File: src/sv/pdr_pkg.sv
package pdr_pkg;

  localparam int unsigned COORD_W = 16;
  localparam int unsigned KEY_W   = 2 * COORD_W;
  localparam int unsigned DIST_W  = 9;
  localparam int unsigned REP_W   = 16;

  localparam logic [REP_W-1:0] REP_MAX = '1;

  // Commands from the controller to the datapath.
  typedef struct packed {
    logic start;   // latch the accepted item and restart the scan
    logic issue;   // read the next stored entry
    logic commit;  // update the table and counts, load the result register
  } pdr_cmd_t;

  // Status from the datapath to the controller.
  typedef struct packed {
    logic match;     // the entry read last cycle equals the current point
    logic scan_end;  // every stored entry has been read; the last one is compared now
    logic out_free;  // the result register can take a new item
  } pdr_stat_t;

endpackage

File: src/sv/pdr_ctrl.sv
module pdr_ctrl (
  input  logic               clk,
  input  logic               rst_n,
  input  logic               in_valid,
  output logic               in_ready,
  input  pdr_pkg::pdr_stat_t stat,
  output pdr_pkg::pdr_cmd_t  cmd
);

  typedef enum logic [2:0] {
    ST_IDLE   = 3'b001,
    ST_SCAN   = 3'b010,
    ST_RESULT = 3'b100
  } state_t;

  state_t state_r, state_nxt;

  assign in_ready = (state_r == ST_IDLE);

  always_comb begin
    state_nxt  = state_r;
    cmd.start  = 1'b0;
    cmd.issue  = 1'b0;
    cmd.commit = 1'b0;
    unique case (state_r)
      ST_IDLE: begin
        if (in_valid) begin
          cmd.start = 1'b1;
          state_nxt = ST_SCAN;
        end
      end
      ST_SCAN: begin
        if (stat.match || stat.scan_end) begin
          state_nxt = ST_RESULT;
        end else begin
          cmd.issue = 1'b1;
        end
      end
      ST_RESULT: begin
        if (stat.out_free) begin
          cmd.commit = 1'b1;
          state_nxt  = ST_IDLE;
        end
      end
      default: begin
        state_nxt = ST_IDLE;
      end
    endcase
  end

  always_ff @(posedge clk) begin
    if (!rst_n) begin
      state_r <= ST_IDLE;
    end else begin
      state_r <= state_nxt;
    end
  end

  a_commit_free: assert property (@(posedge clk) disable iff (!rst_n)
    cmd.commit |-> stat.out_free)
    else $error("result loaded while the output register is occupied");

  a_no_read_after_match: assert property (@(posedge clk) disable iff (!rst_n)
    stat.match |-> !cmd.issue)
    else $error("scan continued after a match");

  a_accept_then_scan: assert property (@(posedge clk) disable iff (!rst_n)
    cmd.start |=> !in_ready)
    else $error("second item accepted during a scan");

endmodule

File: config.mk
export PLATFORM = sky130hd
export DESIGN_NAME = pdr_ctrl
export DESIGN_NICKNAME = d
export VERILOG_FILES = /design/src/sv/pdr_pkg.sv /design/src/sv/pdr_ctrl.sv
export SDC_FILE = /design/constraint.sdc
export NUM_CORES = 1
export LEC_CHECK = 0
export ABC_AREA = 1
export BUFFER_PORTS_ARGS = -buffer_cell sky130_fd_sc_hd__buf_2
export CAP_MARGIN = 20
export CORE_AREA = 5 5 42 44
export CTS_BUF_LIST = sky130_fd_sc_hd__clkbuf_8
export CTS_CLUSTER_DIAMETER = 120
export DETAILED_ROUTE_END_ITERATION = 7
export DIE_AREA = 0 0 47 49
export GPL_ROUTABILITY_DRIVEN = 0
export PLACE_DENSITY = 0.36
export SLEW_MARGIN = 20
export SYNTH_ARGS = -nofsm -noshare
export SYNTH_HDL_FRONTEND = slang
export SYNTH_SLANG_ARGS = --single-unit
File: constraint.sdc
create_clock -name clk -period 1 [get_ports clk]
set_input_delay 0.15 -clock clk [delete_from_list [all_inputs] [get_ports clk]]
set_output_delay 0.15 -clock clk [all_outputs]
set_load 0.005 [all_outputs]
# Yosys cells after proc, flatten, opt, wreduce, memory -nomap -nowiden

Index checks and enable logic that the tools add are counted.

Register bits: 3
Output and inout port bits: 4
Logic and storage cells: 19

Eq/ne operators: 6
Mux-type cells: 10
Reduce and logical (&&, ||, !) cells: 2

Operators with widths:

| operator                                             | number |
|---|---|
| 2-to-1 mux 3 bit                                     | 3 |
| case mux 3 bit (3 select lines)                      | 1 |
| 2-to-1 mux 1 bit                                     | 6 |
| inequality test 2 bit (second input constant)        | 3 |
| equality test 3 x 1 -> 1 bit (second input constant) | 1 |
| equality test 3 x 2 -> 1 bit (second input constant) | 1 |
| equality test 3 bit (second input constant)          | 1 |
| AND reduction 3 bit                                  | 1 |
| logical OR 1 bit                                     | 1 |

# Longest topological paths before layout

Depth in word-level cells: 3
Gate-level depth with buffers: 6

# Worst setup path after synthesis

OpenSTA, ideal clock, no wires.

Kind: reg2out
Start: register state_r[0]
End: output port cmd[2] (netlist bit)
Arrival: 0.708 ns
Setup slack: 0.142 ns
Stages on the path, launching flop included: 7
Buffers on the path: 0
Cells stage by stage: dfxtp_1 > inv_2 > nor2_2 > nand2_1 > inv_2 > nand2_2 > inv_1

RTL lines:

| item                   | RTL line       | text |
|---|---|---|
| from (decl)            | pdr_ctrl.sv:16 | `state_t state_r, state_nxt;` |
| from (signal assigned) | pdr_ctrl.sv:55 | `state_r <= state_nxt;` |
| to (decl)              | pdr_ctrl.sv:7  | `output pdr_pkg::pdr_cmd_t cmd` |

==> impl_metrics.py <==
metrics = {
    "synth": {
        "synth.cell_area_um2": 205,
        "synth.most_common_cell": "inv_1",
        "postSynthCellCount": 32,
        "yosysUniqueCellTypes": 12,
        "synthTopCellsByCount": "6 x inv_1, 4 x nand2_1, 4 x nor2_2",
        "synth_nets": 38,
        "ys.flop_type": "dfxtp_1",
        "seq_area_frac_synth": 0.293,
        "synth_top_family_by_area": "simple AND/OR/NAND/NOR gates",
        "yosys.area_share.simple": 0.451,
        "muxShareOfSynthArea": 0,
        "synth_edf_count": 0,
        "synthXorXnorAreaFrac": 0,
        "async_flop_share": 0,
        "synth_compound_area_frac": 0.0915,
        "synth_top_area_cell": "dfxtp_1",
        "syn_area_per_cell_um2": 6.41,
        "yosysWarnings": 0,
        "synth_top_area_frac": 0.293,
        "synth_fa_ha_area_frac": 0,
        "synth_area_leaders": "dfxtp_1 29%, nor2_2 12%, inv_1 11%",
        "synth_seq_cells": 3,
    },
    "layout": {
        "largest_reg_flops": 3,
        "fin_cells": 64,
        "nNetsFinal": 55,
        "reg.largest.list": "state_r x3",
        "fill_cells": 164,
        "regMostFlops": "state_r",
        "antenna_cells": 0,
        "drive_above_1_share": 0.604,
        "area_growth_syn_to_layout_pct": 78.7,
    },
    "global_routing": {
        "antenna_found_initial": 0,
        "grt_pass1_vias": 211,
        "grt_max_degree": 5,
        "grt_pass1_wl_um": 793,
        "grt.total_usage": 0.0492,
        "gr-total-overflow": 0,
    },
    "floorplanning": {
        "die_area_mm2": 0.00230,
        "start_util": 0.146,
        "die_h_um": 49,
        "top_level_ports": 10,
        "coreArea_mm2": 0.00140,
        "rows": 14,
        "fp.dieW_um": 47,
    },
    "worst_setup_path": {
        "critPathLaunchType": "flip-flop",
        "cp-end-kind": "output port",
        "cp_max_fo": 3,
        "critPathKind": "flip-flop to output port",
        "critPathRequiredTime_ns": 0.85,
        "critPathArrivalTime_ns": 1.02,
    },
    "clock_network": {
        "cts_num_sinks": 3,
        "cts_buffers": 3,
        "htree_num_levels": 1,
        "cts.path.max_buffers": 2,
        "tritoncts": "built",
        "root_buffer": "clkbuf_8",
        "clock_latency_ns": 0.21,
        "clk_pin_slew_ns": 0.03,
        "cts_hold_buf": 0,
    },
    "place": {
        "place_worst_setup_slack_ns": 0.0170,
        "dp_cells": 57,
        "dp_hpwl_um": 382,
        "portBuffers": 9,
    },
    "timing": {
        "finClkSkew_ns": 0.00256,
        "slew-limit-headroom": 0.866,
        "fin_setup_tns_ns": -0.520,
        "finalHoldViolations": 0,
        "setup_viol": 5,
        "fmax_mhz": 855,
        "period_minus_slack_ns": 1.17,
        "period_share": 1.17,
        "slew_violations": 0,
        "tightest_slew_ns": 0.201,
        "setup_ws_ns": -0.170,
        "rsz0062_at_grt": "yes",
    },
    "outcome": {
        "status": "finished with violations",
        "violations": "setup timing",
    },
    "routing": {
        "drc": 0,
        "drtIter0Drc": 3,
        "via_per_inst": 3.63,
        "routed_wl_um": 503,
        "wl_per_cell_um": 7.86,
        "ant_nets": 0,
        "vias": 232,
        "firstDrtPassIters": 3,
    },
    "pwr": {
        "leakage_uw": 0.000212,
        "ir_worst_vdd_mv": 0.806,
        "power_density_mw_per_mm2": 1940,
    },
    "hold_path": {
        "hp-class": "input port to flip-flop",
    },
    "run": {
        "max-cap-violations": 0,
    },
}
report_power, final:
group | switching (uW) | total (uW) | internal (uW)
clock | 72.4 | 333 | 261
combinational | 113 | 222 | 109
sequential | 14.6 | 158 | 143
total | 200 | 712 | 513
worst max-delay path: stages, from the launching register on:
cell	delay [ns]
dfxtp_2	0.32
inv_2	0.04
nor2_2	0.09
nand2_1	0.09
inv_2	0.08
nand2_2	0.06
inv_1	0.04
buf_2	0.10
kinds of logic after synthesis:
kind of cell           Yosys count
and+or+nand+nor                 17
buffers and inverters            9
DFF                              3
AOI/OAI and AO/OA                3
layout make-up:
| cell class | count | area, um2 | area share |
|---|---|---|---|
| multi-input cells | 20 | 126 | 0.345 |
| repair buffers | 12 | 77.6 | 0.212 |
| flip-flops and latches | 3 | 63.8 | 0.174 |
| clock buffers | 3 | 41.3 | 0.113 |
| inverters | 9 | 33.8 | 0.0922 |
| well taps | 16 | 20.0 | 0.0546 |
| clock inverters | 1 | 3.75 | 0.0102 |
cells in the final DEF, fill, tap and decap left out:
cell type and n:
a21oi_2 1, dfxtp_2 3, nand3_1 3, nor2_1 3, nand2_2 1, clkbuf_8 3
inv_1 7, nand2_1 4, buf_4 2, o21ai_1 1, buf_6 2, nand3_4 2
buf_2 8, nor2_2 4, a21oi_1 1, inv_2 3
worst paths after layout:
| path | from | to | slack [ns] | cells after the start |
|---|---|---|---|---|
| worst max register to register | state_r[0] | state_r[2] | -0.01 | 7 |
| worst min-delay path | rst_n | state_r[1] | 0.19 | 3 |
| worst min register to register | state_r[1] | state_r[0] | 0.63 | 4 |
| worst max-delay path | state_r[0] | cmd[2] | -0.17 | 7 |
metrics by stage:
step	area, um2	utilization	total power, uW	hold WS, ns
4_1_cts	334	0.238	677	0.192
6_report	367	0.262	712	0.195
3_5_place_dp	270	0.193	317	0.423
2_1_floorplan	205	-	268	0.290
5_1_grt	367	0.262	768	0.218
3_3_place_gp	270	0.193	318	0.422
per-layer routing:
metal  GRT usage  vias up  wire length, um
li1            -      128                -
met1      0.0656       95              278
met2      0.0566        9              165
met3      0.0443        0               60
met4      0.0138        0                0
met5           0        -                0
what timing repair did:
item	4_1_cts	5_1_grt
endpoints found under the setup margin	4	7
setup buffers	2	1
gates resized for setup	3	4
pin swaps	2	2
No activity file was read; power rests on OpenSTA's default activity.
